==> config.mk <==
export PLATFORM = sky130hd
export DESIGN_NAME = netlist_char_tokenizer_unit
export DESIGN_NICKNAME = d
export VERILOG_FILES = /design/src/rtl/ntok_pkg.sv /design/src/rtl/ntok_front.sv /design/src/rtl/ntok_queue.sv /design/src/rtl/ntok_back.sv /design/src/rtl/netlist_char_tokenizer_unit.sv
export SDC_FILE = /design/constraint.sdc
export NUM_CORES = 1
export LEC_CHECK = 0
export ABC_AREA = 1
export BUFFER_PORTS_ARGS = -buffer_cell sky130_fd_sc_hd__buf_2
export CORE_MARGIN = 3
export CORE_UTILIZATION = 50
export CTS_CLUSTER_SIZE = 14
export DETAILED_ROUTE_END_ITERATION = 8
export PLACE_DENSITY_LB_ADDON = 0.2
export SYNTH_ARGS = -nofsm -noshare
export SYNTH_HDL_FRONTEND = slang
export SYNTH_SLANG_ARGS = --single-unit
==> constraint.sdc <==
create_clock -name i_clk -period 12.95 [get_ports i_clk]
set_input_delay 1.295 -clock i_clk [delete_from_list [all_inputs] [get_ports i_clk]]
set_output_delay 1.295 -clock i_clk [all_outputs]
set_load 0.005 [all_outputs]
==> src/rtl/ntok_pkg.sv <==
// ============================================================================
// ntok_pkg
// Shared types and constants for the netlist character tokeniser: result and
// queue entry layouts, token kind codes, error codes and the keyword table.
// ============================================================================
package ntok_pkg;

    // keyword table dimensions
    localparam int NKW    = 7;
    localparam int KW_MAX = 9;

    // queue between front and back end
    localparam int QDEPTH = 4;
    localparam int QPTR_W = $clog2(QDEPTH);
    localparam int QCNT_W = $clog2(QDEPTH + 1);

    // token kinds
    localparam logic [4:0] K_IDENT   = 5'd0;
    localparam logic [4:0] K_NUMBER  = 5'd1;
    localparam logic [4:0] K_KW_BASE = 5'd2;
    localparam logic [4:0] K_DOT     = 5'd9;
    localparam logic [4:0] K_COMMA   = 5'd10;
    localparam logic [4:0] K_SEMI    = 5'd11;
    localparam logic [4:0] K_LPAREN  = 5'd12;
    localparam logic [4:0] K_RPAREN  = 5'd13;
    localparam logic [4:0] K_LBRACK  = 5'd14;
    localparam logic [4:0] K_RBRACK  = 5'd15;
    localparam logic [4:0] K_COLON   = 5'd16;
    localparam logic [4:0] K_EQUALS  = 5'd17;
    localparam logic [4:0] K_EOF     = 5'd18;

    // error codes
    localparam logic [1:0] ERR_NONE    = 2'd0;
    localparam logic [1:0] ERR_UNKNOWN = 2'd1;
    localparam logic [1:0] ERR_UNTERM  = 2'd2;

    // keyword spellings, zero padded, and their lengths
    localparam logic [7:0] KW_TXT [NKW][KW_MAX] = '{
        '{"m", "o", "d", "u", "l", "e", 8'h00, 8'h00, 8'h00},
        '{"e", "n", "d", "m", "o", "d", "u", "l", "e"},
        '{"i", "n", "p", "u", "t", 8'h00, 8'h00, 8'h00, 8'h00},
        '{"o", "u", "t", "p", "u", "t", 8'h00, 8'h00, 8'h00},
        '{"i", "n", "o", "u", "t", 8'h00, 8'h00, 8'h00, 8'h00},
        '{"w", "i", "r", "e", 8'h00, 8'h00, 8'h00, 8'h00, 8'h00},
        '{"a", "s", "s", "i", "g", "n", 8'h00, 8'h00, 8'h00}
    };
    localparam logic [3:0] KW_LEN [NKW] = '{4'd6, 4'd9, 4'd5, 4'd6, 4'd5, 4'd4, 4'd6};

    // one result item
    typedef struct packed {
        logic [4:0] kind;
        logic [7:0] ch;
        logic       cv;
        logic       done;
        logic [1:0] err;
    } t_res;

    // all results caused by one input byte (one or two)
    typedef struct packed {
        t_res first;
        t_res second;
        logic two;
    } t_entry;

endpackage

==> src/rtl/ntok_front.sv <==
// ============================================================================
// ntok_front
// Lexer front end: holds the scan mode, keyword match mask and length count,
// classifies each byte and pushes the one or two results it causes.
// ============================================================================
module ntok_front (
    input  logic                i_clk,
    input  logic                i_rst_n,
    input  logic                i_valid,
    input  logic [7:0]          i_char_in,
    input  logic                i_end_of_stream,
    input  logic                i_q_full,
    output logic                o_ready,
    output logic                o_push,
    output ntok_pkg::t_entry    o_entry
);

    typedef enum logic [10:0] {
        M_IDLE  = 11'b000_0000_0001,
        M_SLASH = 11'b000_0000_0010,
        M_LINEC = 11'b000_0000_0100,
        M_BLOCK = 11'b000_0000_1000,
        M_BSTAR = 11'b000_0001_0000,
        M_NUM   = 11'b000_0010_0000,
        M_IDENT = 11'b000_0100_0000,
        M_ESC   = 11'b000_1000_0000,
        M_EIDX1 = 11'b001_0000_0000,
        M_EIDX2 = 11'b010_0000_0000,
        M_HALT  = 11'b100_0000_0000
    } t_mode;

    function automatic logic is_space(input logic [7:0] c);
        return (c == 8'h20) || (c inside {[8'h09:8'h0D]});
    endfunction

    function automatic logic is_digit(input logic [7:0] c);
        return c inside {["0":"9"]};
    endfunction

    function automatic logic is_alpha(input logic [7:0] c);
        return c inside {["a":"z"], ["A":"Z"]};
    endfunction

    function automatic logic is_ident_char(input logic [7:0] c);
        return is_alpha(c) || is_digit(c) || (c inside {"_", "$", "."});
    endfunction

    function automatic logic [4:0] punct_kind(input logic [7:0] c);
        logic [4:0] k;
        case (c)
            ".":     k = ntok_pkg::K_DOT;
            ",":     k = ntok_pkg::K_COMMA;
            ";":     k = ntok_pkg::K_SEMI;
            "(":     k = ntok_pkg::K_LPAREN;
            ")":     k = ntok_pkg::K_RPAREN;
            "[":     k = ntok_pkg::K_LBRACK;
            "]":     k = ntok_pkg::K_RBRACK;
            ":":     k = ntok_pkg::K_COLON;
            "=":     k = ntok_pkg::K_EQUALS;
            default: k = ntok_pkg::K_IDENT;
        endcase
        return k;
    endfunction

    function automatic ntok_pkg::t_res mk_res(input logic [4:0] kind, input logic [7:0] ch,
                                              input logic cv, input logic done,
                                              input logic [1:0] err);
        ntok_pkg::t_res r;
        r.kind = kind;
        r.ch   = ch;
        r.cv   = cv;
        r.done = done;
        r.err  = err;
        return r;
    endfunction

    t_mode            r_mode, n_mode;
    logic [6:0]       r_mask, n_mask;
    logic [3:0]       r_len, n_len;

    logic             acc;
    logic [7:0]       c;
    logic             eos;
    logic [1:0]       n_cnt;
    ntok_pkg::t_res   res0, res1;

    // idle-byte outcome
    t_mode            id_mode;
    ntok_pkg::t_res   id_res;
    logic             id_emit;
    logic             id_start;
    logic [4:0]       pk;

    // keyword tracking
    logic [6:0]       tr_mask;
    logic [3:0]       tr_len;
    logic [6:0]       st_mask;
    logic [4:0]       ik;

    ntok_pkg::t_res   eof_res;
    ntok_pkg::t_res   err_unknown;
    ntok_pkg::t_res   err_unterm;

    assign c       = i_char_in;
    assign eos     = i_end_of_stream;
    assign o_ready = !i_q_full;
    assign acc     = i_valid && o_ready;

    assign eof_res     = mk_res(ntok_pkg::K_EOF, 8'h00, 1'b0, 1'b1, ntok_pkg::ERR_NONE);
    assign err_unknown = mk_res(ntok_pkg::K_IDENT, 8'h00, 1'b0, 1'b0, ntok_pkg::ERR_UNKNOWN);
    assign err_unterm  = mk_res(ntok_pkg::K_IDENT, 8'h00, 1'b0, 1'b0, ntok_pkg::ERR_UNTERM);

    // how a byte is lexed when no token is open
    always_comb begin
        id_mode  = M_IDLE;
        id_res   = '0;
        id_emit  = 1'b0;
        id_start = 1'b0;
        pk       = punct_kind(c);
        if (is_space(c)) begin
            id_mode = M_IDLE;
        end else if (c == "/") begin
            id_mode = M_SLASH;
        end else if (pk != ntok_pkg::K_IDENT) begin
            id_res  = mk_res(pk, c, 1'b1, 1'b1, ntok_pkg::ERR_NONE);
            id_emit = 1'b1;
        end else if (c == "\\") begin
            id_mode = M_ESC;
            id_res  = mk_res(ntok_pkg::K_IDENT, c, 1'b1, 1'b0, ntok_pkg::ERR_NONE);
            id_emit = 1'b1;
        end else if (is_digit(c)) begin
            id_mode = M_NUM;
            id_res  = mk_res(ntok_pkg::K_NUMBER, c, 1'b1, 1'b0, ntok_pkg::ERR_NONE);
            id_emit = 1'b1;
        end else if (is_alpha(c) || (c == "_")) begin
            id_mode  = M_IDENT;
            id_res   = mk_res(ntok_pkg::K_IDENT, c, 1'b1, 1'b0, ntok_pkg::ERR_NONE);
            id_emit  = 1'b1;
            id_start = 1'b1;
        end else begin
            id_mode = M_HALT;
            id_res  = err_unknown;
            id_emit = 1'b1;
        end
    end

    // keyword mask update, continuing and starting a word; final keyword kind
    always_comb begin
        tr_mask = r_mask;
        st_mask = '1;
        ik      = ntok_pkg::K_IDENT;
        for (int k = 0; k < ntok_pkg::NKW; k++) begin
            if ((r_len >= ntok_pkg::KW_LEN[k]) || (ntok_pkg::KW_TXT[k][r_len] != c)) begin
                tr_mask[k] = 1'b0;
            end
            if (ntok_pkg::KW_TXT[k][0] != c) begin
                st_mask[k] = 1'b0;
            end
        end
        for (int k = ntok_pkg::NKW - 1; k >= 0; k--) begin
            if (r_mask[k] && (ntok_pkg::KW_LEN[k] == r_len)) begin
                ik = ntok_pkg::K_KW_BASE + 5'(k);
            end
        end
        tr_len = (r_len == 4'hF) ? r_len : r_len + 4'd1;
    end

    // main scan step
    always_comb begin
        logic       fin;
        logic [4:0] fin_kind;
        fin      = 1'b0;
        fin_kind = ntok_pkg::K_IDENT;
        n_mode   = r_mode;
        n_mask   = r_mask;
        n_len    = r_len;
        n_cnt    = 2'd0;
        res0     = '0;
        res1     = '0;
        case (r_mode)
            M_IDLE: begin
                if (eos) begin
                    res0  = eof_res;
                    n_cnt = 2'd1;
                end else begin
                    res0   = id_res;
                    n_cnt  = {1'b0, id_emit};
                    n_mode = id_mode;
                    if (id_start) begin
                        n_mask = st_mask;
                        n_len  = 4'd1;
                    end
                end
            end
            M_SLASH: begin
                if (!eos && (c == "/")) begin
                    n_mode = M_LINEC;
                end else if (!eos && (c == "*")) begin
                    n_mode = M_BLOCK;
                end else begin
                    n_mode = M_HALT;
                    res0   = err_unknown;
                    n_cnt  = 2'd1;
                end
            end
            M_LINEC: begin
                if (eos) begin
                    n_mode = M_IDLE;
                    res0   = eof_res;
                    n_cnt  = 2'd1;
                end else if (c == 8'h0A) begin
                    n_mode = M_IDLE;
                end
            end
            M_BLOCK, M_BSTAR: begin
                if (eos) begin
                    n_mode = M_HALT;
                    res0   = err_unterm;
                    n_cnt  = 2'd1;
                end else if ((r_mode == M_BSTAR) && (c == "/")) begin
                    n_mode = M_IDLE;
                end else begin
                    n_mode = (c == "*") ? M_BSTAR : M_BLOCK;
                end
            end
            M_NUM: begin
                if (!eos && is_digit(c)) begin
                    res0  = mk_res(ntok_pkg::K_NUMBER, c, 1'b1, 1'b0, ntok_pkg::ERR_NONE);
                    n_cnt = 2'd1;
                end else begin
                    fin      = 1'b1;
                    fin_kind = ntok_pkg::K_NUMBER;
                end
            end
            M_IDENT: begin
                if (!eos && is_ident_char(c)) begin
                    n_mask = tr_mask;
                    n_len  = tr_len;
                    res0   = mk_res(ntok_pkg::K_IDENT, c, 1'b1, 1'b0, ntok_pkg::ERR_NONE);
                    n_cnt  = 2'd1;
                end else begin
                    fin      = 1'b1;
                    fin_kind = ik;
                end
            end
            M_ESC: begin
                if (eos || is_space(c) || (c inside {"]", "(", ")", ".", ";", ",", ":"})) begin
                    fin = 1'b1;
                end else begin
                    if (c == "[") begin
                        n_mode = M_EIDX1;
                    end
                    res0  = mk_res(ntok_pkg::K_IDENT, c, 1'b1, 1'b0, ntok_pkg::ERR_NONE);
                    n_cnt = 2'd1;
                end
            end
            M_EIDX1, M_EIDX2: begin
                if (!eos && is_digit(c)) begin
                    res0  = mk_res(ntok_pkg::K_IDENT, c, 1'b1, 1'b0, ntok_pkg::ERR_NONE);
                    n_cnt = 2'd1;
                end else if (!eos && (c == ":") && (r_mode == M_EIDX1)) begin
                    n_mode = M_EIDX2;
                    res0   = mk_res(ntok_pkg::K_IDENT, c, 1'b1, 1'b0, ntok_pkg::ERR_NONE);
                    n_cnt  = 2'd1;
                end else if (!eos && (c == "]")) begin
                    n_mode = M_IDLE;
                    res0   = mk_res(ntok_pkg::K_IDENT, c, 1'b1, 1'b1, ntok_pkg::ERR_NONE);
                    n_cnt  = 2'd1;
                end else begin
                    fin = 1'b1;
                end
            end
            M_HALT: begin
                n_mode = M_HALT;
            end
            default: begin
                n_mode = M_IDLE;
            end
        endcase

        // close the open token, then treat the byte as though idle
        if (fin) begin
            res0 = mk_res(fin_kind, 8'h00, 1'b0, 1'b1, ntok_pkg::ERR_NONE);
            if (eos) begin
                n_mode = M_IDLE;
                res1   = eof_res;
                n_cnt  = 2'd2;
            end else begin
                n_mode = id_mode;
                res1   = id_res;
                n_cnt  = id_emit ? 2'd2 : 2'd1;
                if (id_start) begin
                    n_mask = st_mask;
                    n_len  = 4'd1;
                end
            end
        end
    end

    // queue write
    assign o_push         = acc && (n_cnt != 2'd0);
    assign o_entry.first  = res0;
    assign o_entry.second = res1;
    assign o_entry.two    = (n_cnt == 2'd2);

    // lexer state
    always_ff @(posedge i_clk) begin
        if (!i_rst_n) begin
            r_mode <= M_IDLE;
            r_mask <= '1;
            r_len  <= '0;
        end else if (acc) begin
            r_mode <= n_mode;
            r_mask <= n_mask;
            r_len  <= n_len;
        end
    end

    // a halted lexer produces nothing
    a_halt_silent: assert property (@(posedge i_clk) disable iff (!i_rst_n)
        (r_mode == M_HALT) |-> !o_push)
        else $error("ntok_front: result pushed while halted");

    // a two-result entry always starts with the closing of a token
    a_pair_closes: assert property (@(posedge i_clk) disable iff (!i_rst_n)
        (o_push && o_entry.two) |-> (o_entry.first.done && !o_entry.first.cv))
        else $error("ntok_front: pair does not start with a done result");

endmodule

==> src/rtl/ntok_queue.sv <==
// ============================================================================
// ntok_queue
// Short register queue of result entries between the lexer front end and the
// output back end.
// ============================================================================
module ntok_queue (
    input  logic                i_clk,
    input  logic                i_rst_n,
    input  logic                i_push,
    input  ntok_pkg::t_entry    i_entry,
    input  logic                i_pop,
    output ntok_pkg::t_entry    o_entry,
    output logic                o_empty,
    output logic                o_full
);

    ntok_pkg::t_entry               r_mem [ntok_pkg::QDEPTH];
    logic [ntok_pkg::QPTR_W-1:0]    r_wr, r_rd;
    logic [ntok_pkg::QCNT_W-1:0]    r_count;
    logic                           do_push, do_pop;

    assign o_empty = (r_count == '0);
    assign o_full  = (r_count == ntok_pkg::QCNT_W'(ntok_pkg::QDEPTH));
    assign o_entry = r_mem[r_rd];
    assign do_push = i_push && !o_full;
    assign do_pop  = i_pop && !o_empty;

    // entry storage
    always_ff @(posedge i_clk) begin
        if (do_push) begin
            r_mem[r_wr] <= i_entry;
        end
    end

    // pointers and fill level
    always_ff @(posedge i_clk) begin
        if (!i_rst_n) begin
            r_wr    <= '0;
            r_rd    <= '0;
            r_count <= '0;
        end else begin
            if (do_push) begin
                r_wr <= r_wr + 1'b1;
            end
            if (do_pop) begin
                r_rd <= r_rd + 1'b1;
            end
            if (do_push && !do_pop) begin
                r_count <= r_count + 1'b1;
            end else if (do_pop && !do_push) begin
                r_count <= r_count - 1'b1;
            end
        end
    end

    a_no_overfill: assert property (@(posedge i_clk) disable iff (!i_rst_n)
        r_count <= ntok_pkg::QCNT_W'(ntok_pkg::QDEPTH))
        else $error("ntok_queue: fill level beyond depth");

    a_push_has_room: assert property (@(posedge i_clk) disable iff (!i_rst_n)
        i_push |-> !o_full)
        else $error("ntok_queue: push into a full queue");

endmodule

==> src/rtl/ntok_back.sv <==
// ============================================================================
// ntok_back
// Output back end: takes queue entries and presents their one or two results
// in turn on the output channel.
// ============================================================================
module ntok_back (
    input  logic                i_clk,
    input  logic                i_rst_n,
    input  logic                i_empty,
    input  ntok_pkg::t_entry    i_entry,
    output logic                o_pop,
    input  logic                i_ready,
    output logic                o_valid,
    output logic [4:0]          o_kind,
    output logic [7:0]          o_lexeme_char,
    output logic                o_char_valid,
    output logic                o_token_done,
    output logic [1:0]          o_error
);

    logic               r_busy;
    logic               r_second;
    ntok_pkg::t_entry   r_ent;
    ntok_pkg::t_res     cur;
    logic               take, last;

    assign cur     = r_second ? r_ent.second : r_ent.first;
    assign last    = !r_ent.two || r_second;
    assign take    = r_busy && i_ready;
    assign o_pop   = !i_empty && (!r_busy || (take && last));
    assign o_valid = r_busy;

    assign o_kind        = cur.kind;
    assign o_lexeme_char = cur.ch;
    assign o_char_valid  = cur.cv;
    assign o_token_done  = cur.done;
    assign o_error       = cur.err;

    // held entry
    always_ff @(posedge i_clk) begin
        if (o_pop) begin
            r_ent <= i_entry;
        end
    end

    // output sequencing
    always_ff @(posedge i_clk) begin
        if (!i_rst_n) begin
            r_busy   <= 1'b0;
            r_second <= 1'b0;
        end else if (o_pop) begin
            r_busy   <= 1'b1;
            r_second <= 1'b0;
        end else if (take) begin
            r_busy   <= !last;
            r_second <= !last;
        end
    end

    a_second_valid: assert property (@(posedge i_clk) disable iff (!i_rst_n)
        r_second |-> (r_busy && r_ent.two))
        else $error("ntok_back: second result selected without a pair");

endmodule

==> src/rtl/netlist_char_tokenizer_unit.sv <==
// ============================================================================
// netlist_char_tokenizer_unit
// Streaming lexer for structural netlists: one source byte in, lexeme
// characters and token-done results out.
// ============================================================================
//
//  channel  direction  handshake             payload
//  -------  ---------  --------------------  ---------------------------------
//  input    in         i_valid / o_ready     i_char_in, i_end_of_stream
//  result   out        o_valid / i_ready     o_kind, o_lexeme_char,
//                                            o_char_valid, o_token_done, o_error
//
//  One byte is taken per cycle; the front end lexes it in the cycle it is
//  accepted. Each byte gives zero, one or two results, and the back end sends
//  one result per cycle while i_ready is high, so a byte that closes a token
//  and starts another costs two output results. A four-entry queue decouples
//  the two sides; input stalls only when it is full. Reset (synchronous,
//  active low) returns the lexer to idle and empties the queue; after an
//  error the lexer stays halted until reset.
//
module netlist_char_tokenizer_unit (
    input  logic        i_clk,
    input  logic        i_rst_n,
    input  logic        i_valid,
    output logic        o_ready,
    input  logic [7:0]  i_char_in,
    input  logic        i_end_of_stream,
    output logic        o_valid,
    input  logic        i_ready,
    output logic [4:0]  o_kind,
    output logic [7:0]  o_lexeme_char,
    output logic        o_char_valid,
    output logic        o_token_done,
    output logic [1:0]  o_error
);

    logic               q_push, q_pop, q_empty, q_full;
    ntok_pkg::t_entry   q_wdata, q_rdata;

    // lexer front end
    ntok_front u_front (
        .i_clk           (i_clk),
        .i_rst_n         (i_rst_n),
        .i_valid         (i_valid),
        .i_char_in       (i_char_in),
        .i_end_of_stream (i_end_of_stream),
        .i_q_full        (q_full),
        .o_ready         (o_ready),
        .o_push          (q_push),
        .o_entry         (q_wdata)
    );

    // result queue
    ntok_queue u_queue (
        .i_clk   (i_clk),
        .i_rst_n (i_rst_n),
        .i_push  (q_push),
        .i_entry (q_wdata),
        .i_pop   (q_pop),
        .o_entry (q_rdata),
        .o_empty (q_empty),
        .o_full  (q_full)
    );

    // output back end
    ntok_back u_back (
        .i_clk         (i_clk),
        .i_rst_n       (i_rst_n),
        .i_empty       (q_empty),
        .i_entry       (q_rdata),
        .o_pop         (q_pop),
        .i_ready       (i_ready),
        .o_valid       (o_valid),
        .o_kind        (o_kind),
        .o_lexeme_char (o_lexeme_char),
        .o_char_valid  (o_char_valid),
        .o_token_done  (o_token_done),
        .o_error       (o_error)
    );

endmodule
==> results.cfg <==
[run_status]
status = finished clean

[sta]
maxSlewHeadroom_pct = 23.35
fin_crit_ns = 4.092
slew_violations = 0
rsz0062_at_grt = false
skew_ns = 0.01177
setup_tns_ns = 0
fin_crit_sh_pct = 31.60
fmax_mhz = 244.4
setup_viol = 0
hold_viol = 0
max_slew.worst_pin.slew_ns = 1.148

[placement]
gp_congestion = 0.9754
dp_hpwl_um = 17090
dpl-instance-area_sq_mm = 0.01060
port_buffers = 31

[critical_path]
crit_buf_inv = 4
end_kind = flip-flop
arrival_ns = 4.49
reg2reg_from = u_back.r_second
r2r_slack_ns = 8.86
worstPathMaxFanout = 37
crit_type = reg -> reg
cpLargestDelayFamily = compound AO/OA/AOI/OAI gates
r2r-end = u_queue.r_count[1]
cp_slowest_cell = a21oi_4
cp.required_ns = 13.35
worst_path_most_repeated_cell = inv_1
cp_cell_sequence = clkinv_1, a21oi_1, inv_1, a21oi_4, inv_1, ha_1, inv_1, fa_1, o21ai_0, a21oi_1
max_stage_delay_ns = 0.86
cp-start-kind = flip-flop
reg2reg_depth = 10

[grt]
gr-total-overflow = 0
grt_usage_pct = 22.45
grt_pass1_vias = 7533
antenna_found_initial = 0
grt_start_max_net_pins = 71
grt_pass1_wl_um = 39920

[logic_synthesis]
synth_top_area_share_pct = 49.78
synth_edf_count = 170
yosys-top-cells-count = nand2_1, nor2_1, edfxtp_1
yosysMostFrequentCell = nand2_1
ys_seq_area_share_pct = 55.83
synth_warnings = 0
synth_cell_types = 39
postSynth.topFlopCell = edfxtp_1
synthesis.instances = 1171
syn-cell-area_sq_mm = 0.01025
yosys.area.top_type = edfxtp_1
ys_top_cells_by_area = edfxtp_1, nand2_1, nor2_1
async_reset_ff_share_pct = 0
ys_seq_elements = 201
avgSynthCellArea_sq_um = 8.757

[floorplan]
die_x_um = 149.2
start_util_pct = 51.84
io-pin-count = 32
core_area_sq_mm = 0.01978
die_area_sq_mm = 0.02226
fp-row-count = 51
chipHeight_um = 149.2

[finish]
fillers = 1771
syn_to_final_growth_pct = 10.55
area.sequential_sq_mm = 0.005727
stdcell_area_sq_mm = 0.01134
drive_gt1_share_pct = 9.326
n_antenna_cell = 0
nNetsFinal = 1211
multi_input_area_sq_mm = 0.003990

[drt]
drt_wl_total_um = 24780
avgRoutedWirePerCell_um = 16.90
via_per_inst = 5.532
num_vias = 8110
drt_iter0_drc = 824
drc_errors = 0
first_pass_iters = 5
drtAntennaViolNets = 0

[clock_network]
h-tree-depth = 1
clock-sinks = 201
root_buffer = clkbuf_16
cts_inserted_buffers = 22
cts_resized = 0
clock_latency_ns = 0.51
cts_tree = built
post-cts-setup-buffer-count = 0
ctsHoldBuffers = 0
path_clk_slew_ns = 0.06
cts.path.max_buffers = 3

[pwr]
power.density_mw_per_mm2 = 197.8
ir_drop_mv = 0.1002
leakage_nw = 4.670

[flow_run]
cap_violations = 0

[min_path]
hp-start = u_queue.r_count[2]
whs_endpoint = u_queue.r_count[2]
hold_class = reg -> reg
holdPathStages = 2
==> cells by family (layout without fill, tap and decap cells) <==
group / count (synthesis) / after routing / synth area share [%]
AND/OR/NAND/NOR: 605 / 605 / 25.23
flip-flops: 201 / 201 / 55.83
AO/OA/AOI/OAI: 190 / 190 / 10.27
adder cells (fa/ha/maj): 13 / 13 / 1.659
XOR/XNOR: 14 / 14 / 1.196
buffers and inverters: 147 / 174 / 5.771
other: 1 / 4 / 0.03657
==> worst min-delay path, stage by stage (launching register included) <==
cell	delay [ns]
dfxtp_1	0.32
inv_1	0.07
a21oi_1	0.06
==> worst max path at each step <==
| stage | startpoint | to | cells after the start | slack [ns] |
|---|---|---|---|---|
| 2_1_floorplan | i_ready | u_queue.r_count[1] | 10 | 8.35 |
| 5_1_grt | u_back.r_second | u_queue.r_count[2] | 13 | 8.20 |
| 3_5_place_dp | i_end_of_stream | u_queue.r_mem[1][12] | 12 | 8.48 |
| 3_3_place_gp | i_end_of_stream | u_queue.r_mem[3][12] | 12 | 8.48 |
| 4_1_cts | u_back.r_second | u_queue.r_count[1] | 10 | 8.65 |
| 6_report | u_back.r_second | u_queue.r_count[1] | 10 | 8.86 |
==> cells in the final DEF (no fill, tap or decap), drive strengths merged <==
cell	instances
conb	4
nor4	1
nand3b	4
bufinv	3
edfxtp	170
nand2	286
ha	12
o21a	1
o2111ai	3
clkinvlp	1
a21oi	41
nor3	20
dfxtp	31
clkinv	12
o22ai	39
o32ai	1
o41ai	2
clkbuf	23
nand3	95
nand4	13
inv	102
a31oi	2
o211ai	3
nor2	186
fa	1
o21ai	97
xor2	14
buf	33
a2111oi	1
==> per-layer routing <==
| layer | vias up | wire [um] | track usage (%) |
|---|---|---|---|
| met2 | 274 | 11470 | 36.18 |
| met5 | - | 0 | 0 |
| met3 | 53 | 1527 | 3.069 |
| met1 | 3770 | 11030 | 31.59 |
| li1 | 4013 | - | - |
| met4 | 0 | 748 | 7.551 |
==> flip-flops by register name, indices dropped and copies added (netlist names) <==
signal           cells
u_queue.r_mem      136
u_back.r_ent        34
u_front.r_mode      11
u_front.r_mask       7
u_front.r_len        4
u_queue.r_count      3
u_queue.r_rd         2
u_queue.r_wr         2
u_back.o_valid       1
u_back.r_second      1
==> metrics by stage <==
stage	setup WS [ns]	hold WS [ns]	utilization, %	total power [mW]	std cells
6_report	8.858	0.4981	57.31	2.243	1466
5_1_grt	8.201	0.5268	57.31	2.394	1466
4_1_cts	8.653	0.5046	57.31	2.262	1466
3_5_place_dp	8.476	0.4865	53.59	1.631	1426
3_3_place_gp	8.477	0.4750	53.59	1.616	1426
2_1_floorplan	8.350	0.4528	-	1.423	1174
==> layout make-up <==
| class | instances | area share (%) |
|---|---|---|
| clock inverters | 17 | 1.611 |
| multi-input cells | 826 | 35.19 |
| well taps | 265 | 2.925 |
| clock buffers | 23 | 4.889 |
| repair buffers | 33 | 1.501 |
| inverters | 101 | 3.366 |
| flip-flops and latches | 201 | 50.51 |
==> power by group <==
part / switching, mW / leakage (nW) / internal [mW]
registers: 0.0486 / 1.96 / 0.885
clock network: 0.256 / 0.355 / 0.374
logic: 0.474 / 2.35 / 0.205
Note: power is estimated with default switching activity, not from simulation.
